--- src/rtl/sdwm_pkg.sv ---
`timescale 1ns / 1ps
package sdwm_pkg;

    // Build defaults
    localparam int DEPTH_DEF       = 131072;
    localparam int SAMPLE_BITS_DEF = 24;

    // Register file
    localparam int CFG_W    = 17;
    localparam int DATA_W   = 32;
    localparam int ADDR_W   = 5;
    localparam int IDX_W    = 3;

    localparam logic [IDX_W-1:0] REG_DELAY = 3'd0;
    localparam logic [IDX_W-1:0] REG_BLEND = 3'd1;
    localparam logic [IDX_W-1:0] REG_WET   = 3'd2;
    localparam logic [IDX_W-1:0] REG_WIDTH = 3'd3;
    localparam logic [IDX_W-1:0] REG_MIX   = 3'd4;

    localparam logic [CFG_W-1:0] DELAY_RST = 17'd22050;
    localparam logic [CFG_W-1:0] BLEND_RST = 17'd32768;
    localparam logic [CFG_W-1:0] WET_RST   = 17'd19661;
    localparam logic [CFG_W-1:0] WIDTH_RST = 17'd32768;
    localparam logic [CFG_W-1:0] MIX_RST   = 17'd32768;

    // Unity gain in Q1.16
    localparam logic [CFG_W-1:0] GAIN_ONE = 17'h10000;

    typedef struct packed {
        logic [CFG_W-1:0] delay;
        logic [CFG_W-1:0] blend;
        logic [CFG_W-1:0] wet;
        logic [CFG_W-1:0] width;
        logic [CFG_W-1:0] mix;
    } sdwm_cfg_t;

    // Hold conditions of a step
    localparam logic [1:0] H_NONE = 2'd0;
    localparam logic [1:0] H_IN   = 2'd1;
    localparam logic [1:0] H_MOD  = 2'd2;
    localparam logic [1:0] H_OUT  = 2'd3;

    // Delay store operations
    localparam logic [1:0] ST_NOP   = 2'd0;
    localparam logic [1:0] ST_MOD   = 2'd1;
    localparam logic [1:0] ST_WRITE = 2'd2;
    localparam logic [1:0] ST_READ  = 2'd3;

    // Multiplier A operand
    localparam logic [3:0] A_XL  = 4'd0;
    localparam logic [3:0] A_XR  = 4'd1;
    localparam logic [3:0] A_DL  = 4'd2;
    localparam logic [3:0] A_DR  = 4'd3;
    localparam logic [3:0] A_T0  = 4'd4;
    localparam logic [3:0] A_T1  = 4'd5;
    localparam logic [3:0] A_T2  = 4'd6;
    localparam logic [3:0] A_SUM = 4'd7;
    localparam logic [3:0] A_DIF = 4'd8;

    // Multiplier B operand (gains)
    localparam logic [2:0] B_R   = 3'd0;
    localparam logic [2:0] B_NR  = 3'd1;
    localparam logic [2:0] B_WG  = 3'd2;
    localparam logic [2:0] B_ONE = 3'd3;
    localparam logic [2:0] B_SW  = 3'd4;
    localparam logic [2:0] B_MG  = 3'd5;

    // Accumulator operation
    localparam logic [1:0] ACC_HOLD = 2'd0;
    localparam logic [1:0] ACC_LOAD = 2'd1;
    localparam logic [1:0] ACC_ADD  = 2'd2;
    localparam logic [1:0] ACC_SUB  = 2'd3;

    // Destination of the rounded accumulator
    localparam logic [2:0] R_NONE = 3'd0;
    localparam logic [2:0] R_T0   = 3'd1;
    localparam logic [2:0] R_T1   = 3'd2;
    localparam logic [2:0] R_T2   = 3'd3;
    localparam logic [2:0] R_OL   = 3'd4;
    localparam logic [2:0] R_OR   = 3'd5;

    // Program addresses
    localparam int STEP_W = 5;
    localparam logic [STEP_W-1:0] U_IDLE  = 5'd0;
    localparam logic [STEP_W-1:0] U_MODW  = 5'd1;
    localparam logic [STEP_W-1:0] U_WRITE = 5'd2;
    localparam logic [STEP_W-1:0] U_READ  = 5'd3;
    localparam logic [STEP_W-1:0] U_BLL0  = 5'd4;
    localparam logic [STEP_W-1:0] U_BLL1  = 5'd5;
    localparam logic [STEP_W-1:0] U_BLR0  = 5'd6;
    localparam logic [STEP_W-1:0] U_BLR1  = 5'd7;
    localparam logic [STEP_W-1:0] U_WGL   = 5'd8;
    localparam logic [STEP_W-1:0] U_WGR   = 5'd9;
    localparam logic [STEP_W-1:0] U_WGE   = 5'd10;
    localparam logic [STEP_W-1:0] U_MID0  = 5'd11;
    localparam logic [STEP_W-1:0] U_MID1  = 5'd12;
    localparam logic [STEP_W-1:0] U_SIDE0 = 5'd13;
    localparam logic [STEP_W-1:0] U_SIDE1 = 5'd14;
    localparam logic [STEP_W-1:0] U_MIXL  = 5'd15;
    localparam logic [STEP_W-1:0] U_MIXR  = 5'd16;
    localparam logic [STEP_W-1:0] U_MIXE  = 5'd17;
    localparam logic [STEP_W-1:0] U_EMIT  = 5'd18;

    typedef struct packed {
        logic              take;
        logic              emit;
        logic [1:0]        hold;
        logic              jmp;
        logic [STEP_W-1:0] target;
        logic [1:0]        st_op;
        logic [3:0]        a_sel;
        logic [2:0]        b_sel;
        logic [1:0]        acc_op;
        logic [2:0]        rnd_dst;
        logic              rnd17;
    } sdwm_uc_t;

    typedef struct packed {
        logic in_valid;
        logic mod_done;
        logic out_free;
    } sdwm_stat_t;

    // Control program: one word per step
    function automatic sdwm_uc_t ucode(input logic [STEP_W-1:0] step);
        sdwm_uc_t w;
        w = '0;
        unique case (step)
            U_IDLE:
            begin
                w.take  = 1'b1;
                w.hold  = H_IN;
                w.st_op = ST_MOD;
            end
            U_MODW:  w.hold  = H_MOD;
            U_WRITE: w.st_op = ST_WRITE;
            U_READ:  w.st_op = ST_READ;
            U_BLL0:
            begin
                w.acc_op = ACC_LOAD; w.a_sel = A_DL; w.b_sel = B_NR;
            end
            U_BLL1:
            begin
                w.acc_op = ACC_ADD;  w.a_sel = A_XL; w.b_sel = B_R;
            end
            U_BLR0:
            begin
                w.rnd_dst = R_T0;
                w.acc_op = ACC_LOAD; w.a_sel = A_DR; w.b_sel = B_NR;
            end
            U_BLR1:
            begin
                w.acc_op = ACC_ADD;  w.a_sel = A_XR; w.b_sel = B_R;
            end
            U_WGL:
            begin
                w.rnd_dst = R_T1;
                w.acc_op = ACC_LOAD; w.a_sel = A_T0; w.b_sel = B_WG;
            end
            U_WGR:
            begin
                w.rnd_dst = R_T0;
                w.acc_op = ACC_LOAD; w.a_sel = A_T1; w.b_sel = B_WG;
            end
            U_WGE:   w.rnd_dst = R_T1;
            U_MID0:
            begin
                w.acc_op = ACC_LOAD; w.a_sel = A_SUM; w.b_sel = B_ONE;
            end
            U_MID1:
            begin
                w.acc_op = ACC_ADD;  w.a_sel = A_DIF; w.b_sel = B_SW;
            end
            U_SIDE0:
            begin
                w.rnd_dst = R_T2; w.rnd17 = 1'b1;
                w.acc_op = ACC_LOAD; w.a_sel = A_SUM; w.b_sel = B_ONE;
            end
            U_SIDE1:
            begin
                w.acc_op = ACC_SUB;  w.a_sel = A_DIF; w.b_sel = B_SW;
            end
            U_MIXL:
            begin
                w.rnd_dst = R_T1; w.rnd17 = 1'b1;
                w.acc_op = ACC_LOAD; w.a_sel = A_T2; w.b_sel = B_MG;
            end
            U_MIXR:
            begin
                w.rnd_dst = R_OL;
                w.acc_op = ACC_LOAD; w.a_sel = A_T1; w.b_sel = B_MG;
            end
            U_MIXE:  w.rnd_dst = R_OR;
            U_EMIT:
            begin
                w.hold   = H_OUT;
                w.emit   = 1'b1;
                w.jmp    = 1'b1;
                w.target = U_IDLE;
            end
            default:
            begin
                w.jmp    = 1'b1;
                w.target = U_IDLE;
            end
        endcase
        return w;
    endfunction

endpackage

--- src/rtl/sdwm_regs.sv ---
`timescale 1ns / 1ps
module sdwm_regs (
    input  logic                        clk,
    input  logic                        rst_n,
    input  logic                        psel,
    input  logic                        penable,
    input  logic                        pwrite,
    input  logic [sdwm_pkg::ADDR_W-1:0] paddr,
    input  logic [sdwm_pkg::DATA_W-1:0] pwdata,
    output logic [sdwm_pkg::DATA_W-1:0] prdata,
    output logic                        pready,
    output sdwm_pkg::sdwm_cfg_t         cfg
);
    import sdwm_pkg::*;

    sdwm_cfg_t        cfg_reg;
    sdwm_cfg_t        cfg_next;
    logic [IDX_W-1:0] idx;
    logic             wr_en;
    logic [CFG_W-1:0] wval;
    logic [CFG_W-1:0] rval;

    assign pready = 1'b1;
    assign idx    = paddr[ADDR_W-1:2];
    assign wr_en  = psel & penable & pwrite & pready;
    assign wval   = pwdata[CFG_W-1:0];

    always_comb
    begin
        cfg_next = cfg_reg;
        if (wr_en)
        begin
            unique case (idx)
                REG_DELAY: cfg_next.delay = wval;
                REG_BLEND: cfg_next.blend = wval;
                REG_WET:   cfg_next.wet   = wval;
                REG_WIDTH: cfg_next.width = wval;
                REG_MIX:   cfg_next.mix   = wval;
                default:   cfg_next = cfg_reg;
            endcase
        end
    end

    always_ff @(posedge clk or negedge rst_n)
    begin
        if (!rst_n)
        begin
            cfg_reg.delay <= DELAY_RST;
            cfg_reg.blend <= BLEND_RST;
            cfg_reg.wet   <= WET_RST;
            cfg_reg.width <= WIDTH_RST;
            cfg_reg.mix   <= MIX_RST;
        end
        else
        begin
            cfg_reg <= cfg_next;
        end
    end

    always_comb
    begin
        unique case (idx)
            REG_DELAY: rval = cfg_reg.delay;
            REG_BLEND: rval = cfg_reg.blend;
            REG_WET:   rval = cfg_reg.wet;
            REG_WIDTH: rval = cfg_reg.width;
            REG_MIX:   rval = cfg_reg.mix;
            default:   rval = '0;
        endcase
    end

    assign prdata = {{(DATA_W-CFG_W){1'b0}}, rval};
    assign cfg    = cfg_reg;

endmodule

--- config.mk ---
export PLATFORM = sky130hd
export DESIGN_NAME = sdwm_regs
export DESIGN_NICKNAME = d
export VERILOG_FILES = /design/src/rtl/sdwm_pkg.sv /design/src/rtl/sdwm_regs.sv
export SDC_FILE = /design/constraint.sdc
export NUM_CORES = 1
export LEC_CHECK = 0
export ABC_AREA = 1
export BUFFER_PORTS_ARGS = -buffer_cell sky130_fd_sc_hd__buf_2
export CORE_ASPECT_RATIO = 1.2
export CORE_MARGIN = 8
export CORE_UTILIZATION = 54
export CTS_CLUSTER_SIZE = 20
export DETAILED_ROUTE_END_ITERATION = 12
export PLACE_DENSITY = 0.9
export SLEW_MARGIN = 40
export SYNTH_ARGS = -nofsm -noshare
export SYNTH_HDL_FRONTEND = slang
export SYNTH_SLANG_ARGS = --single-unit
--- constraint.sdc ---
create_clock -name clk -period 2 [get_ports clk]
set_clock_uncertainty 0.15 [all_clocks]
set_input_delay 0.3 -clock clk [delete_from_list [all_inputs] [get_ports clk]]
set_output_delay 0.3 -clock clk [all_outputs]
set_load 0.05 [all_outputs]
== Word-level counts from Yosys, hierarchy flattened ==
Index checks and enable logic that the tools add are counted.

* Register bits after elaboration: 85
* Input port bits: 42
* Logic and storage cells: 18
* Output and inout port bits: 118

* Mux-type cells: 1
* Eq/ne operators: 4
* Bitwise operators: 2
* Reductions and logical operators: 6

{| class="wikitable"
|+ Operators by type and width
! operator !! count
|-
| 17-bit one-hot mux with 5 select lines || 1
|-
| 2-bit AND reduction || 5
|-
| 3-bit by 2-bit == test with 1-bit output (second input constant) || 2
|-
| 3-bit by 1-bit == test with 1-bit output (second input constant) || 1
|-
| 3-bit == test (second input constant) || 1
|-
| 3-bit zero test || 1
|-
| 1-bit bitwise AND || 2
|}

== Longest topological paths before layout ==
Gate-level depths: netlist (run 1).

* Word-level depth: 3
* Gate-level depth with buffers: 8
* Mapped depth without buffers: 6

== Worst setup path before layout (run 1) ==
Ideal clock, no wire load.

* Path kind: input port to output port
* Start: in paddr[4] (netlist bit)
* End: out prdata[0] (netlist bit)
* Slack: 0.158 ns
* Buffers on the path: 2
* Arrival time: 1.392 ns
* Required time: 1.550 ns
* Stages on the path: 7
* Cells stage by stage: buf_4 > inv_2 > clkbuf_1 > nand4_1 > nand2_1 > inv_1 > nand2_1

* Cells in the longest elaborated chain, start to end: 2
* Elaborated cells on any way between the ends: 6
* Classes of those cells: eq/ne: 4; mux: 1; reduce/logical: 1

{| class="wikitable"
|+ RTL lines
! what !! line !! RTL
|-
| from (decl) || sdwm_regs.sv:8 || <nowiki>input logic [sdwm_pkg::ADDR_W-1:0] paddr,</nowiki>
|-
| 3-bit == test (tied with other cells) || sdwm_regs.sv:62 || <nowiki>unique case (idx)</nowiki>
|-
| 17-bit one-hot mux with 5 select lines (*) || sdwm_regs.sv:62 ||
|-
| to (decl) || sdwm_regs.sv:10 || <nowiki>output logic [sdwm_pkg::DATA_W-1:0] prdata,</nowiki>
|}

Every way passes the cells marked *; elsewhere a longest branch is shown, timed or not.

== Worst setup path after layout (run 1) ==
* Start: reg cfg_reg, in the netlist cfg[44]
* End: out prdata[10] (netlist bit)

* Cells in the longest elaborated chain, start to end: 1

{| class="wikitable"
|+ RTL lines
! what !! line !! RTL
|-
| from (decl) || sdwm_regs.sv:16 || <nowiki>sdwm_cfg_t cfg_reg;</nowiki>
|-
| from (signal assigned) || sdwm_regs.sv:56 || <nowiki>cfg_reg <= cfg_next;</nowiki>
|-
| 17-bit one-hot mux with 5 select lines || sdwm_regs.sv:62 ||
|}

No other way between the ends.

==> results of run 1 <==
[worst paths after layout]
path	depth (start not counted)	to	slack [ns]
max	5	prdata[10]	0.08
min	3	cfg[37]	0.04
max reg2reg	2	cfg[15]	1.03
min reg2reg	2	cfg[69]	0.34
max in group asynchronous	3	cfg[45]	0.83
min in group asynchronous	2	cfg[19]	0.23
[through the flow]
stage	power [W]	worst slack, ns	cells	hold slack (ns)	util
floorplan	0.00428	0.158	593	-0.146	-
global placement	0.00491	0.0739	791	0.0869	0.640
detailed placement	0.00497	0.0243	791	0.0937	0.640
CTS	0.00627	0.0198	808	0.0364	0.668
global route	0.00654	-0.0139	809	0.0325	0.672
finish	0.00628	0.0775	809	0.0447	0.672
[final cells by class]
type,instances,area (µm²)
fillers,674,2630
clock inverters,5,77.6
inverters,42,158
repair buffers,152,918
well taps,95,119
multi-input cells,419,1840
flip-flops and latches,85,2150
clock buffers,11,131
[power groups by stage]
stage               sequential (W)  clock (W)  combinational [W]
floorplan                  0.00356          0           0.000713
global placement           0.00236          0            0.00255
detailed placement         0.00237          0            0.00259
CTS                        0.00234    0.00132            0.00261
global route               0.00239    0.00140            0.00275
finish                     0.00235    0.00132            0.00261
[layer usage]
| layer | track usage | vias up |
|---|---|---|
| met5 | 0 | - |
| met4 | 0.161 | 0 |
| met3 | 0.0590 | 48 |
| met2 | 0.418 | 284 |
| met1 | 0.285 | 2106 |
| li1 | - | 2055 |
[kinds of logic (layout without fill, tap and decap cells)]
group	Yosys count	count (layout)	synth area share
compound gates	68	68	0.0777
buf+inv	89	210	0.103
flops	85	85	0.491
other cells	2	16	0.00172
simple gates	335	335	0.327
[repair_timing]
action                     in CTS  in global routing
hold endpoints to repair       22                  0
setup endpoints to repair       0                 12
buffers inserted                0                  1
hold buffers                    1                  0
gates resized for setup         0                 11
[synthesized netlist by cell type]
| cell type | count | area [µm²] |
|---|---|---|
| nand3_2 | 1 | 10.0 |
| nand2_4 | 1 | 11.3 |
| nand2_1 | 206 | 773 |
| buf_6 | 1 | 11.3 |
| buf_4 | 25 | 188 |
| buf_2 | 11 | 55.1 |
| dfstp_2 | 17 | 447 |
| inv_1 | 40 | 150 |
| nand3_1 | 63 | 315 |
| conb_1 | 2 | 7.51 |
| nand3_4 | 1 | 17.5 |
| nor2_2 | 2 | 12.5 |
| nor2_1 | 49 | 184 |
| o21ai_0 | 66 | 330 |
| dfrtp_1 | 68 | 1700 |
| clkinv_1 | 1 | 3.75 |
| clkbuf_1 | 9 | 33.8 |
| nand2_2 | 3 | 18.8 |
| o21ai_1 | 2 | 10.0 |
| buf_1 | 1 | 3.75 |
| nand4_1 | 4 | 25.0 |
| nor2_4 | 4 | 45.0 |
| inv_2 | 1 | 3.75 |
| nor2_8 | 1 | 20.0 |
[worst max-delay path, cell delays in order (launching register included)]
cell     delay [ns]
dfstp_2        0.55
nand3_1        0.07
nand2_1        0.13
nor2_1         0.06
nand2_1        0.06
buf_2          0.26
==> qor.csv, run 1 <==
metric,value,unit
grt_max_degree,45,
diodes,0,
yosysSeqAreaShare,0.491,
clkLatencyLatePin,0.35,ns
p_seq_frac,0.375,
cp-startpoint,cfg[44],
ioPinCount,160,
avgRoutedWirePerCell,17.5,µm
p_int,0.00332,W
synth.distinct_cells,24,
detail_route.vias_per_cell,5.55,
io_buffers,126,
dpl-instance-area,0.00513,mm²
min_period,1.92,ns
critPathKind,reg -> out,
syn_area_per_cell,7.56,µm²
fin_setup_tns,0,ns
leakage,3.05,nW
design_area,0.00539,mm²
clkTransAtPathRegs,0.08,ns
min_from,pwdata[3],
drv_slew,0,
dr_wl_met3,1380,µm
grt.total_usage,0.251,
grt_pass1_vias,4528,
cellPowerDensity,1170,mW/mm²
fmax,0.520,GHz
end_kind,output port,
cp-start-kind,flip-flop,
cts_made_buffers,9,
drt_iter0_markers,397,
routed.top_layer,met4,
grt_pass1_wl,22400,µm
die-area,0.0113,mm²
ir_drop,0.000714,V
outcome,"finished, final reports clean",
cp_max_fo,3,
ys_warn_count,0,
setup_viol,0,
firstDrtPassIters,7,
drt_wl_total,14200,µm
maxCapViolations,0,
coreArea,0.00802,mm²
arrival,1.47,ns
swShare,0.472,
largest_reg_flops,85,
hold_class,in -> reg,
clock-sinks,85,
met1Wirelength,5230,µm
drive_gt1_frac,0.276,
most-common-layout-cells,"nand2_1, buf_2, dfrtp_1, o21ai_0, nand3_1",
h-tree-depth,3,
antenna_found_initial,0,
power.switching,0.00296,W
area_growth,23.1,%
syn_inst,579,
hpwl,10200,µm
combPwrFrac,0.415,
die_x,98.2,µm
route.vias.total,4493,
critPathRequiredTime,1.55,ns
ys_ff_latch,85,
route.antenna.remaining_nets,0,
nNetsFinal,751,
ctsLongestPathBuffers,2,
place_congestion,0.939,
drc,0,
synth_area,0.00438,mm²
pwr-share-clk,0.210,
cts_tree,built,
std_cell_rows,36,
cts_root_buffer,clkbuf_8,
finalCritPeriodShare,0.961,
overflow,0,
final-hold-violation-count,0,
grt_setup_unrepaired,yes,
rr_startpoint,cfg[15],
initial_core_util,0.546,
final_common_cell,nand2_1,
die_h,115,µm
route.met2.wl,6910,µm
Power figures use the tool's default switching activity.
==> run 2, diff against run 1 <==
--- a/config.mk
+++ b/config.mk
@@ -9,10 +9,11 @@
 export BUFFER_PORTS_ARGS = -buffer_cell sky130_fd_sc_hd__buf_2
 export CORE_ASPECT_RATIO = 1.2
 export CORE_MARGIN = 8
-export CORE_UTILIZATION = 54
+export CORE_UTILIZATION = 25
+export CTS_BUF_LIST = sky130_fd_sc_hd__clkbuf_8 sky130_fd_sc_hd__clkbuf_16
 export CTS_CLUSTER_SIZE = 20
 export DETAILED_ROUTE_END_ITERATION = 12
-export PLACE_DENSITY = 0.9
+export PLACE_DENSITY = 0.5
 export SLEW_MARGIN = 40
 export SYNTH_ARGS = -nofsm -noshare
 export SYNTH_HDL_FRONTEND = slang
==> qor.csv, run 2 (synthesized netlist as in run 1, its figures left out) <==
metric,value,unit,change
cellPowerDensity,1150,mW/mm²,-0.99%
diodes,0,,unchanged
ctsLongestPathBuffers,2,,unchanged
final-hold-violation-count,0,,unchanged
cp-startpoint,paddr[2],,
coreArea,0.0174,mm²,+120%
finalCritPeriodShare,0.964,,+0.00235
die_x,137,µm,+39%
initial_core_util,0.252,,-0.294
largest_reg_flops,85,,unchanged
area_growth,29.8,%,
overflow,0,,unchanged
ioPinCount,160,,unchanged
die_h,161,µm,+40%
grt_max_degree,41,,-8.9%
drive_gt1_frac,0.287,,+0.0116
grt_pass1_wl,25200,µm,+12%
critPathTopFamily,buffers and inverters,,
cts_made_buffers,9,,unchanged
drt_iter0_markers,288,,-27%
end_kind,output port,,
slowest_delay,0.26,ns,-0.29 ns
ir_drop,0.000505,V,-29%
path_buf_inv,4,,+3
crit_path_top_delay_cell,buf_2,,
fmax,0.519,GHz,-0.24%
most-common-layout-cells,"nand2_1, buf_2, dfrtp_1, o21ai_0, nand3_1",,
maxCapViolations,0,,unchanged
arrival,1.48,ns,about the same
io_buffers,126,,unchanged
hold_class,in -> reg,,
rr_startpoint,cfg[34],,
cts_root_buffer,clkbuf_16,,
critPathRequiredTime,1.55,ns,about the same
cp_max_fo,7,,+4
layout_setup_ws,0.0728,ns,-0.00469 ns
std_cell_rows,53,,+47%
pre_cts_ws,0.0282,ns,+0.00390 ns
crit_chain,buf_2 > buf_4 > nand3_1 > buf_4 > nor2_1 > nor2_1 > nand2_1 > buf_2,,
drv_slew,0,,unchanged
outcome,"finished, final reports clean",,
avgRoutedWirePerCell,17.9,µm,+2.2%
min_period,1.93,ns,+0.00469 ns
nNetsFinal,764,,+1.7%
cp-start-kind,input port,,
fin_setup_tns,0,ns,unchanged
setup_viol,0,,unchanged
cts_tree,built,,
detail_route.vias_per_cell,4.44,,-20%
drc,0,,unchanged
clock-sinks,85,,unchanged
antenna_found_initial,0,,unchanged
clkTransAtPathRegs,0.06,ns,-0.02 ns
hpwl,12400,µm,+21%
h-tree-depth,3,,unchanged
grt.total_usage,0.153,,-0.0980
critPathKind,in -> out,,
place_congestion,0.794,,-15%
final_common_cell,nand2_1,,
grt_pass1_vias,4082,,-9.8%
clkLatencyLatePin,0.34,ns,about the same
leakage,3.15,nW,+3.5%
grt_setup_unrepaired,no,,
drt_wl_total,17000,µm,+20%
min_from,pwdata[9],,
route.vias.total,4206,,-6.4%
route.antenna.remaining_nets,0,,unchanged
firstDrtPassIters,4,,-3
die-area,0.0220,mm²,+96%
-- run 2: through the flow --
step	utilization	total power, W	std cells	hold WS, ns	cell area, µm²
global placement	0.309	0.00504	927	0.130	5360
finish	0.327	0.00656	947	0.0474	5680
detailed placement	0.309	0.00505	927	0.130	5360
CTS	0.325	0.00663	944	0.0368	5640
global route	0.327	0.00690	947	0.0544	5680
floorplan	-	0.00428	593	-0.146	4430
-- run 2: timing repair --
| action | 4_1_cts | 5_1_grt |
|---|---|---|
| buffers inserted | 0 | 3 |
| gates resized for setup | 0 | 2 |
| hold buffers | 1 | 0 |
| hold endpoints to repair | 21 | 0 |
| setup endpoints to repair | 0 | 14 |
-- run 2: cell type report --
| type | count | area, µm² |
|---|---|---|
| multi-input cells | 419 | 1830 |
| repair buffers | 165 | 998 |
| fillers | 1926 | 11700 |
| inverters | 42 | 158 |
| clock buffers | 10 | 239 |
| well taps | 220 | 275 |
| clock inverters | 6 | 31.3 |
| flip-flops and latches | 85 | 2150 |
-- run 2: routing by layer --
layer | GRT usage | share of wire | vias to the layer above
met3 | 0.0319 | 0.051 | 23
met5 | 0 | 0 | -
met2 | 0.254 | 0.49 | 137
li1 | - | - | 2078
met1 | 0.191 | 0.44 | 1968
met4 | 0.0529 | 0.023 | 0
-- run 2: final timing paths --
kind / endpoint / slack (ns) / cells past startpoint
max: prdata[3] / 0.07 / 8
min: cfg[77] / 0.05 / 3
max reg2reg: cfg[34] / 1.07 / 2
min reg2reg: cfg[48] / 0.34 / 2
max in group asynchronous: cfg[82] / 0.74 / 3
min in group asynchronous: cfg[6] / 0.30 / 2
-- run 2: worst register-to-register path, cell delays in order, from the launching register on --
cell and delay, ns:
dfstp_2 0.56, o21ai_0 0.09, nand2_1 0.08
-- run 2: where the power goes --
part           switching (W)  leakage, nW  internal, W  total, W
clock network       0.000702        0.145     0.000863   0.00156
registers           0.000247         1.03      0.00211   0.00236
logic                0.00212         1.98     0.000516   0.00263
