### config.mk
export PLATFORM = sky130hd
export DESIGN_NAME = sdwm_seq
export DESIGN_NICKNAME = d
export VERILOG_FILES = /design/src/rtl/sdwm_pkg.sv /design/src/rtl/sdwm_seq.sv
export SDC_FILE = /design/constraint.sdc
export NUM_CORES = 1
export LEC_CHECK = 0
export ABC_AREA = 1
export ABC_CLOCK_PERIOD_IN_PS = 1550
export BUFFER_PORTS_ARGS = -buffer_cell sky130_fd_sc_hd__buf_2
export CAP_MARGIN = 20
export CORE_MARGIN = 2
export CORE_UTILIZATION = 41
export CTS_CLUSTER_DIAMETER = 200
export CTS_CLUSTER_SIZE = 10
export DETAILED_ROUTE_END_ITERATION = 10
export GPL_TIMING_DRIVEN = 0
export PLACE_DENSITY = 0.84
export SYNTH_ARGS = -nofsm -noshare
export SYNTH_HDL_FRONTEND = slang
export SYNTH_SLANG_ARGS = --single-unit
### constraint.sdc
create_clock -name clk -period 1.55 [get_ports clk]
set_input_delay 0.31 -clock clk [delete_from_list [all_inputs] [get_ports clk]]
set_output_delay 0.31 -clock clk [all_outputs]
set_load 0.01 [all_outputs]
### src/rtl/sdwm_pkg.sv
`timescale 1ns / 1ps
package sdwm_pkg;

    // Build defaults
    localparam int DEPTH_DEF       = 131072;
    localparam int SAMPLE_BITS_DEF = 24;

    // Register file
    localparam int CFG_W    = 17;
    localparam int DATA_W   = 32;
    localparam int ADDR_W   = 5;
    localparam int IDX_W    = 3;

    localparam logic [IDX_W-1:0] REG_DELAY = 3'd0;
    localparam logic [IDX_W-1:0] REG_BLEND = 3'd1;
    localparam logic [IDX_W-1:0] REG_WET   = 3'd2;
    localparam logic [IDX_W-1:0] REG_WIDTH = 3'd3;
    localparam logic [IDX_W-1:0] REG_MIX   = 3'd4;

    localparam logic [CFG_W-1:0] DELAY_RST = 17'd22050;
    localparam logic [CFG_W-1:0] BLEND_RST = 17'd32768;
    localparam logic [CFG_W-1:0] WET_RST   = 17'd19661;
    localparam logic [CFG_W-1:0] WIDTH_RST = 17'd32768;
    localparam logic [CFG_W-1:0] MIX_RST   = 17'd32768;

    // Unity gain in Q1.16
    localparam logic [CFG_W-1:0] GAIN_ONE = 17'h10000;

    typedef struct packed {
        logic [CFG_W-1:0] delay;
        logic [CFG_W-1:0] blend;
        logic [CFG_W-1:0] wet;
        logic [CFG_W-1:0] width;
        logic [CFG_W-1:0] mix;
    } sdwm_cfg_t;

    // Hold conditions of a step
    localparam logic [1:0] H_NONE = 2'd0;
    localparam logic [1:0] H_IN   = 2'd1;
    localparam logic [1:0] H_MOD  = 2'd2;
    localparam logic [1:0] H_OUT  = 2'd3;

    // Delay store operations
    localparam logic [1:0] ST_NOP   = 2'd0;
    localparam logic [1:0] ST_MOD   = 2'd1;
    localparam logic [1:0] ST_WRITE = 2'd2;
    localparam logic [1:0] ST_READ  = 2'd3;

    // Multiplier A operand
    localparam logic [3:0] A_XL  = 4'd0;
    localparam logic [3:0] A_XR  = 4'd1;
    localparam logic [3:0] A_DL  = 4'd2;
    localparam logic [3:0] A_DR  = 4'd3;
    localparam logic [3:0] A_T0  = 4'd4;
    localparam logic [3:0] A_T1  = 4'd5;
    localparam logic [3:0] A_T2  = 4'd6;
    localparam logic [3:0] A_SUM = 4'd7;
    localparam logic [3:0] A_DIF = 4'd8;

    // Multiplier B operand (gains)
    localparam logic [2:0] B_R   = 3'd0;
    localparam logic [2:0] B_NR  = 3'd1;
    localparam logic [2:0] B_WG  = 3'd2;
    localparam logic [2:0] B_ONE = 3'd3;
    localparam logic [2:0] B_SW  = 3'd4;
    localparam logic [2:0] B_MG  = 3'd5;

    // Accumulator operation
    localparam logic [1:0] ACC_HOLD = 2'd0;
    localparam logic [1:0] ACC_LOAD = 2'd1;
    localparam logic [1:0] ACC_ADD  = 2'd2;
    localparam logic [1:0] ACC_SUB  = 2'd3;

    // Destination of the rounded accumulator
    localparam logic [2:0] R_NONE = 3'd0;
    localparam logic [2:0] R_T0   = 3'd1;
    localparam logic [2:0] R_T1   = 3'd2;
    localparam logic [2:0] R_T2   = 3'd3;
    localparam logic [2:0] R_OL   = 3'd4;
    localparam logic [2:0] R_OR   = 3'd5;

    // Program addresses
    localparam int STEP_W = 5;
    localparam logic [STEP_W-1:0] U_IDLE  = 5'd0;
    localparam logic [STEP_W-1:0] U_MODW  = 5'd1;
    localparam logic [STEP_W-1:0] U_WRITE = 5'd2;
    localparam logic [STEP_W-1:0] U_READ  = 5'd3;
    localparam logic [STEP_W-1:0] U_BLL0  = 5'd4;
    localparam logic [STEP_W-1:0] U_BLL1  = 5'd5;
    localparam logic [STEP_W-1:0] U_BLR0  = 5'd6;
    localparam logic [STEP_W-1:0] U_BLR1  = 5'd7;
    localparam logic [STEP_W-1:0] U_WGL   = 5'd8;
    localparam logic [STEP_W-1:0] U_WGR   = 5'd9;
    localparam logic [STEP_W-1:0] U_WGE   = 5'd10;
    localparam logic [STEP_W-1:0] U_MID0  = 5'd11;
    localparam logic [STEP_W-1:0] U_MID1  = 5'd12;
    localparam logic [STEP_W-1:0] U_SIDE0 = 5'd13;
    localparam logic [STEP_W-1:0] U_SIDE1 = 5'd14;
    localparam logic [STEP_W-1:0] U_MIXL  = 5'd15;
    localparam logic [STEP_W-1:0] U_MIXR  = 5'd16;
    localparam logic [STEP_W-1:0] U_MIXE  = 5'd17;
    localparam logic [STEP_W-1:0] U_EMIT  = 5'd18;

    typedef struct packed {
        logic              take;
        logic              emit;
        logic [1:0]        hold;
        logic              jmp;
        logic [STEP_W-1:0] target;
        logic [1:0]        st_op;
        logic [3:0]        a_sel;
        logic [2:0]        b_sel;
        logic [1:0]        acc_op;
        logic [2:0]        rnd_dst;
        logic              rnd17;
    } sdwm_uc_t;

    typedef struct packed {
        logic in_valid;
        logic mod_done;
        logic out_free;
    } sdwm_stat_t;

    // Control program: one word per step
    function automatic sdwm_uc_t ucode(input logic [STEP_W-1:0] step);
        sdwm_uc_t w;
        w = '0;
        unique case (step)
            U_IDLE:
            begin
                w.take  = 1'b1;
                w.hold  = H_IN;
                w.st_op = ST_MOD;
            end
            U_MODW:  w.hold  = H_MOD;
            U_WRITE: w.st_op = ST_WRITE;
            U_READ:  w.st_op = ST_READ;
            U_BLL0:
            begin
                w.acc_op = ACC_LOAD; w.a_sel = A_DL; w.b_sel = B_NR;
            end
            U_BLL1:
            begin
                w.acc_op = ACC_ADD;  w.a_sel = A_XL; w.b_sel = B_R;
            end
            U_BLR0:
            begin
                w.rnd_dst = R_T0;
                w.acc_op = ACC_LOAD; w.a_sel = A_DR; w.b_sel = B_NR;
            end
            U_BLR1:
            begin
                w.acc_op = ACC_ADD;  w.a_sel = A_XR; w.b_sel = B_R;
            end
            U_WGL:
            begin
                w.rnd_dst = R_T1;
                w.acc_op = ACC_LOAD; w.a_sel = A_T0; w.b_sel = B_WG;
            end
            U_WGR:
            begin
                w.rnd_dst = R_T0;
                w.acc_op = ACC_LOAD; w.a_sel = A_T1; w.b_sel = B_WG;
            end
            U_WGE:   w.rnd_dst = R_T1;
            U_MID0:
            begin
                w.acc_op = ACC_LOAD; w.a_sel = A_SUM; w.b_sel = B_ONE;
            end
            U_MID1:
            begin
                w.acc_op = ACC_ADD;  w.a_sel = A_DIF; w.b_sel = B_SW;
            end
            U_SIDE0:
            begin
                w.rnd_dst = R_T2; w.rnd17 = 1'b1;
                w.acc_op = ACC_LOAD; w.a_sel = A_SUM; w.b_sel = B_ONE;
            end
            U_SIDE1:
            begin
                w.acc_op = ACC_SUB;  w.a_sel = A_DIF; w.b_sel = B_SW;
            end
            U_MIXL:
            begin
                w.rnd_dst = R_T1; w.rnd17 = 1'b1;
                w.acc_op = ACC_LOAD; w.a_sel = A_T2; w.b_sel = B_MG;
            end
            U_MIXR:
            begin
                w.rnd_dst = R_OL;
                w.acc_op = ACC_LOAD; w.a_sel = A_T1; w.b_sel = B_MG;
            end
            U_MIXE:  w.rnd_dst = R_OR;
            U_EMIT:
            begin
                w.hold   = H_OUT;
                w.emit   = 1'b1;
                w.jmp    = 1'b1;
                w.target = U_IDLE;
            end
            default:
            begin
                w.jmp    = 1'b1;
                w.target = U_IDLE;
            end
        endcase
        return w;
    endfunction

endpackage

### src/rtl/sdwm_seq.sv
`timescale 1ns / 1ps
module sdwm_seq (
    input  logic                 clk,
    input  logic                 rst_n,
    input  sdwm_pkg::sdwm_stat_t stat,
    output sdwm_pkg::sdwm_uc_t   uc,
    output logic                 fire
);
    import sdwm_pkg::*;

    logic [STEP_W-1:0] step_reg;
    logic [STEP_W-1:0] step_next;
    logic              hold;

    assign uc = ucode(step_reg);

    always_comb
    begin
        unique case (uc.hold)
            H_NONE: hold = 1'b0;
            H_IN:   hold = !stat.in_valid;
            H_MOD:  hold = !stat.mod_done;
            H_OUT:  hold = !stat.out_free;
        endcase
    end

    assign fire = !hold;

    always_comb
    begin
        priority if (hold)
            step_next = step_reg;
        else if (uc.jmp)
            step_next = uc.target;
        else
            step_next = step_reg + 1'b1;
    end

    always_ff @(posedge clk or negedge rst_n)
    begin
        if (!rst_n)
            step_reg <= U_IDLE;
        else
            step_reg <= step_next;
    end

endmodule

# Word level (Yosys, flattened, before mapping)
# Index checks and enable logic that the tools add are counted.
# op_classes
add_sub_neg	1
eq_ne	21
reduce_logical	11
muxes	10
# op_table
cell	count
$pmux 9 s11	1
$eq 5x4->1 const B	8
$eq 5x3->1 const B	4
$reduce_or 18->1	1
$eq 5x5->1 const B	3
$pmux 3 s5	1
$pmux 2 s3	2
$eq 5x2->1 const B	2
$mux 6	1
$reduce_or 2->1	3
$add 5x1->5 const B	1
$eq 5x1->1 const B	1
$logic_not 5->1	1
$mux 5	1
$eq 2x2->1 const B	2
$logic_not 1->1	4
$pmux 1 s4	1
$mux 1	3
$reduce_or 3->1	1
$eq 2x1->1 const B	1
$logic_not 2->1	1
# word_totals
in_bits	5
regBits	5
out_inout_bits	26

# Logic depth before layout (Yosys ltp)
# Gate-level depths: netlist of run 1.
# depth
ltp_word	5
mapped_depth	12
mapped_depth_nobuf	12

# Worst setup path after synthesis of run 1
# OpenSTA, ideal clock, no wires.
# synth_path
kind	register to output
start	register step_reg[0]
end	output uc[4] (netlist bit)
stages_incl_launch_ff	11
slack_ns	-0.282
arrival_time_ns	1.522
cell_sequence	dfrtp_1 ha_1 inv_1 nor2_1 ha_1 inv_1 nand2_1 inv_1 nand3_1 a21oi_1 o21ai_0
# synth_lines
item	line_no	rtl
from (decl)	sdwm_seq.sv:11	logic [STEP_W-1:0] step_reg;
from (signal assigned)	sdwm_seq.sv:44	step_reg <= step_next;
to (decl)	sdwm_seq.sv:6	output sdwm_pkg::sdwm_uc_t uc,

==> impl_summary.log, run 1 <==
INFO  metric power.share.switching = 51.9%
INFO  metric clock_skew = 1.23 ps
INFO  metric p_clk_share = 7.3%
INFO  metric floorplan.initialDensity = 44.3%
INFO  metric clkSlewWorstSetupHoldPaths = 40 ps
INFO  metric seq_area_frac_synth = 18.6%
INFO  metric die_outline_width = 44.6 um
INFO  metric worst_ep_required_time = 1240 ps
INFO  metric worst_setup_path_endpoint = uc[4]
INFO  metric first_pass_iters = 4
INFO  metric r2r-end = step_reg[0]
INFO  metric switching_power_summed_over_all_nets = 1.02 mW
INFO  metric status = complete, but fails checks
INFO  metric cp.arrival = 1720 ps
INFO  metric ys.flop_type = dfrtp_1
INFO  metric max_freq = 0.492 GHz
INFO  metric drive_gt1_share = 60.1%
INFO  metric cell_count_after_synthesis = 111
INFO  metric ios = 31
INFO  metric final_net_count = 169
INFO  metric seq_power_share = 13.5%
INFO  metric critical_path.reg2reg.startpoint = step_reg[1]
INFO  metric synth-edff-count = 0
INFO  metric grt_setup_unrepaired = yes
INFO  metric cellPowerDensity = 1820 nW/um^2
INFO  metric synth_warnings = 0
INFO  metric postRouteWirelength = 1890 um
INFO  metric final-hold-violation-count = 0
INFO  metric post-layout-total-power = 1.96 mW
INFO  metric worst_ir_drop_vdd = 0.00123 V
INFO  metric floorplan.die.height = 44.6 um
INFO  metric post-route-min-period = 2030 ps
INFO  metric vias_per_cell = 4.74
INFO  metric drcViolationCount = 0
INFO  metric dr_iter_0_viols = 10
INFO  metric final_wtd_congestion = 0.903
INFO  metric cp-end-kind = primary output
INFO  metric violations = setup timing
INFO  metric comb_power_share = 79.2%
INFO  metric area_growth_syn_to_layout = 59.6%
INFO  metric clock_latency = 230 ps
INFO  metric avgSynthCellArea = 6.08 sq um
INFO  metric grt-ovfl-total = 0
INFO  metric timing.setup.critical_path_class = flop to primary output
INFO  metric cts_tree = built
INFO  metric r2r_slack = -170 ps
INFO  metric max_cap_viol_count = 0
INFO  metric startpoint = step_reg[1]
INFO  metric dp_hpwl = 1280 um
INFO  metric drt-wirelength-per-cell = 10.9 um
INFO  metric intPower = 944 uW
INFO  metric synth.cell_area = 674 sq um
INFO  metric htree_num_levels = 1
INFO  metric via_count = 825
INFO  metric final_max_slew_viol_count = 0
INFO  metric core.rowCount = 14
INFO  metric place_worst_setup_slack = -347 ps
INFO  metric timing.final.setup_violations = 26
INFO  metric synth_async_sr_flop_share = 100%
INFO  metric antenna_violating_nets_post_route = 0
INFO  metric initial_antenna_violation_count = 0
INFO  metric antenna-diode-count = 0
INFO  metric grtUsageTotal = 19.1%
INFO  metric crit_path_start_kind = flop
INFO  metric cts-buffers-inserted = 3
INFO  metric clock-sinks = 5
INFO  metric ys_types = 22
INFO  metric crit_path_max_fanout = 5
INFO  metric min-delay-path-class = primary input to asynchronous set/reset pin
INFO  metric cts.root.buffer_cell = clkbuf_4
INFO  metric port_buffers = 25
INFO  metric grt_max_degree = 8
INFO  metric crit_path_setup_slack_layout = -482 ps
INFO  metric r2r_cells = 9
INFO  metric synth-seq-cells = 5
INFO  metric floorplan.die_area = 1990 sq um
INFO  metric number_of_global_route_vias_before_repair = 709
INFO  metric power_leakage = 0.688 nW
INFO  metric clock_tree.buffer_depth = 2
INFO  metric global_route_wire_length_before_repair = 2810 um
INFO  metric fp.coreArea = 1520 sq um
INFO  metric fin_crit_sh = 131%
INFO  metric largest_register_ffs = 5
INFO  metric nFillCells = 119
## kinds of logic (layout without fill, tap and decap cells)
logic type,after synthesis,after routing,share of synthesized area (%)
simple gates,61,61,41.9
buf+inv,28,71,18.4
compound gates,9,9,8.72
fa+ha+maj,5,5,9.28
flops,5,5,18.6
xor+xnor,2,2,2.60
other cells,1,5,0.556
## worst max-delay path: stages (launching register included)
cell and delay, ps:
dfrtp_2 450, ha_4 190, inv_2 50, nor2_2 30, ha_2 190, inv_2 60, nand2_2 60, inv_2 60
nand3_2 70, a21oi_2 110, o21ai_1 70, buf_2 140
## synthesized netlist by cell type, types with 2 or more instances
| master | n | share of area (%) |
|---|---|---|
| nor2_1 | 9 | 5.0 |
| ha_1 | 5 | 9.3 |
| o21ai_0 | 3 | 2.2 |
| o211ai_1 | 2 | 2.2 |
| nand2_1 | 31 | 17 |
| inv_1 | 21 | 12 |
| nor2_4 | 2 | 3.3 |
| nand3_1 | 12 | 8.9 |
| nor2_2 | 2 | 1.9 |
| dfrtp_1 | 5 | 19 |
| nand2_2 | 2 | 1.9 |
| buf_4 | 5 | 5.6 |
| nand3b_1 | 2 | 2.2 |
| inv_2 | 2 | 1.1 |
## area by class of cell
class                   instances  area [sq um]  area share, %
flip-flops and latches          5           131           12.2
inverters                      23          86.3           8.02
well taps                      16          20.0           1.86
repair buffers                 39           233           21.6
plain buffers                   5          37.5           3.49
multi-input cells              82           542           50.3
clock buffers                   4          26.3           2.44
## layer usage
layer | global-route usage, % | vias up | wire, um
met5 | 0 | - | 0
met4 | 12.1 | 0 | 45
met3 | 0.816 | 5 | 112
met2 | 35.7 | 32 | 1030
met1 | 20.4 | 359 | 707
li1 | - | 429 | -
## what timing repair did
item / 4_1_cts / 5_1_grt
cloned: 0 / 0
hold buffers: 1 / 0
hold endpoints to repair: 5 / 0
endpoints found under the setup margin: 26 / 26
pin swaps: 6 / 5
buffers inserted: 9 / 4
resized for setup: 27 / 8
## metrics by stage
step                      area, sq um  std cells  utilization [%]  hold slack (ps)  TNS [ps]
after floorplan                   707        115                -             14.4      -206
after global placement            852        156             55.9              121     -2010
after detailed placement          852        156             55.9              126     -2370
after CTS                        1020        170             67.2              413     -6390
after global routing             1080        174             70.6              426     -9120
final                            1080        174             70.6              421     -6720
## worst min-delay path by stage
| stage | endpoint | slack, ps |
|---|---|---|
| floorplan | step_reg[0] | 10 |
| global placement | step_reg[3] | 120 |
| detailed placement | step_reg[4] | 130 |
| CTS | step_reg[4] | 410 |
| global route | step_reg[0] | 430 |
| finish | step_reg[1] | 420 |
## layout by cell type (no fill, tap or decap), types with 5 or more instances in the layout
cell and count:
buf_2 25, buf_4 18, conb_1 5, dfrtp_2 5
inv_1 13, inv_2 10, nand2_1 20, nand2_2 12
nand3_1 8, nand3_2 5, nor2_2 6
## power groups by stage
stage	logic [mW]	clock network, mW	registers [mW]
detailed placement	1.16	0	0.239
CTS	1.43	0.152	0.262
global placement	1.14	0	0.235
finish	1.55	0.143	0.265
floorplan	0.837	0	0.226
global route	1.73	0.156	0.275
(Power assumes the default switching activity.)
==> run 2, diff against run 1 <==
--- a/config.mk
+++ b/config.mk
@@ -12,10 +12,10 @@
 export CORE_MARGIN = 2
 export CORE_UTILIZATION = 41
 export CTS_CLUSTER_DIAMETER = 200
-export CTS_CLUSTER_SIZE = 10
+export CTS_CLUSTER_SIZE = 16
 export DETAILED_ROUTE_END_ITERATION = 10
 export GPL_TIMING_DRIVEN = 0
-export PLACE_DENSITY = 0.84
+export PLACE_DENSITY = 0.83
 export SYNTH_ARGS = -nofsm -noshare
 export SYNTH_HDL_FRONTEND = slang
 export SYNTH_SLANG_ARGS = --single-unit
==> impl_summary.log, run 2 (synthesis results as in run 1) <==
INFO  metric floorplan.initialDensity = 44.3% (unchanged)
INFO  metric final_max_slew_viol_count = 0 (unchanged)
INFO  metric worst_path_max_delay_cell = dfrtp_2
INFO  metric critical_path.reg2reg.startpoint = step_reg[0]
INFO  metric final_wtd_congestion = 0.918 (+1.6%)
INFO  metric drt-wirelength-per-cell = 14.6 um (+34%)
INFO  metric placed_cells_incl_taps = 156 (unchanged)
INFO  metric max_cap_viol_count = 0 (unchanged)
INFO  metric cp.arrival = 1830 ps (+110 ps)
INFO  metric most_common_cell_after_layout_fill_and_taps_aside = buf_2
INFO  metric worst_ep_required_time = 1240 ps (about the same)
INFO  metric crit_path_setup_slack_layout = -585 ps (-103 ps)
INFO  metric postRouteWirelength = 2670 um (+41%)
INFO  metric switching_power_summed_over_all_nets = 1.27 mW (+25%)
INFO  metric cellPowerDensity = 1950 nW/um^2 (+6.9%)
INFO  metric vias_per_cell = 5.14 (+8.3%)
INFO  metric port_buffers = 25 (unchanged)
INFO  metric via_count = 940 (+14%)
INFO  metric core.rowCount = 14 (unchanged)
INFO  metric largest_register_ffs = 5 (unchanged)
INFO  metric status = complete, but fails checks
INFO  metric cp-end-kind = primary output
INFO  metric path_delay_family = flip-flops
INFO  metric critPathMostFrequentCell = nand2_2
INFO  metric number_of_global_route_vias_before_repair = 851 (+20%)
INFO  metric clock-sinks = 5 (unchanged)
INFO  metric clock_tree.buffer_depth = 2 (unchanged)
INFO  metric power.share.switching = 51.9% (about the same)
INFO  metric grt-ovfl-total = 0 (unchanged)
INFO  metric utilization = 82.3% (+12 points)
INFO  metric power_leakage = 0.766 nW (+11%)
INFO  metric die_outline_width = 44.6 um (unchanged)
INFO  metric cts_tree = built
INFO  metric clock_skew = 3.45 ps (+2.22 ps)
INFO  metric max_freq = 0.468 GHz (-4.8%)
INFO  metric fp.coreArea = 1520 sq um (unchanged)
INFO  metric grtUsageTotal = 24.6% (+5.6 points)
INFO  metric p_clk_share = 5.9% (-1.4 points)
INFO  metric min-delay-path-class = primary input to asynchronous set/reset pin
INFO  metric drive_gt1_share = 65.3% (+5.1 points)
INFO  metric final-hold-violation-count = 0 (unchanged)
INFO  metric floorplan.die.height = 44.6 um (unchanged)
INFO  metric clkSlewWorstSetupHoldPaths = 40 ps (about the same)
INFO  metric grt_setup_unrepaired = yes
INFO  metric antenna-diode-count = 0 (unchanged)
INFO  metric timing.setup.critical_path_class = flop to primary output
INFO  metric floorplan.die_area = 1990 sq um (unchanged)
INFO  metric final_net_count = 178 (+5.3%)
INFO  metric htree_num_levels = 1 (unchanged)
INFO  metric layout.cells.most_common_list = 22 x buf_2, 19 x buf_4, 18 x nand2_1, 13 x nand2_2, 13 x inv_1
INFO  metric drcViolationCount = 0 (unchanged)
INFO  metric cts.root.buffer_cell = clkbuf_4
INFO  metric crit_path_start_kind = flop
INFO  metric worst_ir_drop_vdd = 0.00115 V (-6.4%)
INFO  metric intPower = 1.18 mW (+25%)
INFO  metric dr_iter_0_viols = 22 (+12)
INFO  metric global_route_wire_length_before_repair = 3590 um (+28%)
INFO  metric critical_path.n_buffers_inverters = 3 (-1)
INFO  metric seq_power_share = 11.0% (-2.5 points)
INFO  metric worstPathCellList = inv_2, ha_4, inv_1, nor2_1, nand2_2, o211ai_1, nand2_2, buf_2
INFO  metric timing.final.setup_violations = 26 (unchanged)
INFO  metric post-route-min-period = 2140 ps (+103 ps)
INFO  metric initial_antenna_violation_count = 0 (unchanged)
INFO  metric fin_crit_sh = 138% (+6.7 points)
INFO  metric final_cell_count_no_fill = 183 (+5.2%)
INFO  metric clock_latency = 240 ps (about the same)
INFO  metric startpoint = step_reg[0]
INFO  metric grt_max_degree = 8 (unchanged)
INFO  metric comb_power_share = 83.0% (+3.8 points)
INFO  metric area_growth_syn_to_layout = 86.1%
INFO  metric critPathMaxStageDelay = 450 ps (about the same)
INFO  metric violations = setup timing
INFO  metric antenna_violating_nets_post_route = 0 (unchanged)
INFO  metric crit_path_max_fanout = 5 (unchanged)
INFO  metric first_pass_iters = 4 (unchanged)
INFO  metric ios = 31 (unchanged)
INFO  metric cts-buffers-inserted = 3 (unchanged)
INFO  metric dp_hpwl = 1260 um (-1.8%)
run 2: final timing paths:
| path | to | slack, ps | cells after the start |
|---|---|---|---|
| setup reg to reg | step_reg[1] | -350 | 11 |
| hold reg to reg | step_reg[4] | 620 | 2 |
| min in group clk | step_reg[4] | 620 | 2 |
| max in group asynchronous | step_reg[1] | 990 | 2 |
| setup / recovery | fire | -590 | 8 |
| hold / removal | step_reg[3] | 410 | 2 |
run 2: layout make-up:
type                            count  area [sq um]
Multi-Input combinational cell     82           602
Timing Repair Buffer               48           349
Fill cell                          95           269
Sequential cell                     5           131
Inverter                           23          88.8
Buffer                              5          37.5
Clock buffer                        4          26.3
Tap cell                           16          20.0
run 2: metrics by stage:
step	setup TNS, ps	total power [mW]	worst slack (ps)	cell area (sq um)	hold slack (ps)
2_1_floorplan	-206	1.06	-120	707	14.4
3_3_place_gp	-2000	1.38	-330	852	122
3_5_place_dp	-2310	1.40	-362	852	125
4_1_cts	-6440	2.02	-454	1140	401
5_1_grt	-10520	2.63	-663	1250	423
6_report	-8510	2.45	-585	1250	412
run 2: routing by layer:
| metal | global-route usage [%] | up-vias | share of wire [%] | wire [um] |
|---|---|---|---|---|
| li1 | - | 451 | - | - |
| met1 | 25.0 | 426 | 36 | 968 |
| met2 | 45.8 | 51 | 55 | 1480 |
| met3 | 3.67 | 12 | 5.4 | 144 |
| met4 | 15.8 | 0 | 3.0 | 80 |
| met5 | 0 | - | 0 | 0 |
run 2: timing repair:
item / CTS / global route
hold endpoints to repair: 5 / 0
pin swaps: 10 / 12
endpoints found under the setup margin: 26 / 26
hold buffers: 1 / 0
resized for setup: 34 / 22
setup buffers: 17 / 7
run 2: power by group through the flow:
stage                     Combinational [mW]  Clock, mW  Sequential [mW]
after CTS                               1.60      0.153            0.264
after global routing                    2.19      0.159            0.275
final                                   2.03      0.145            0.270
after global placement                  1.14          0            0.235
after detailed placement                1.16          0            0.238
after floorplan                        0.837          0            0.226
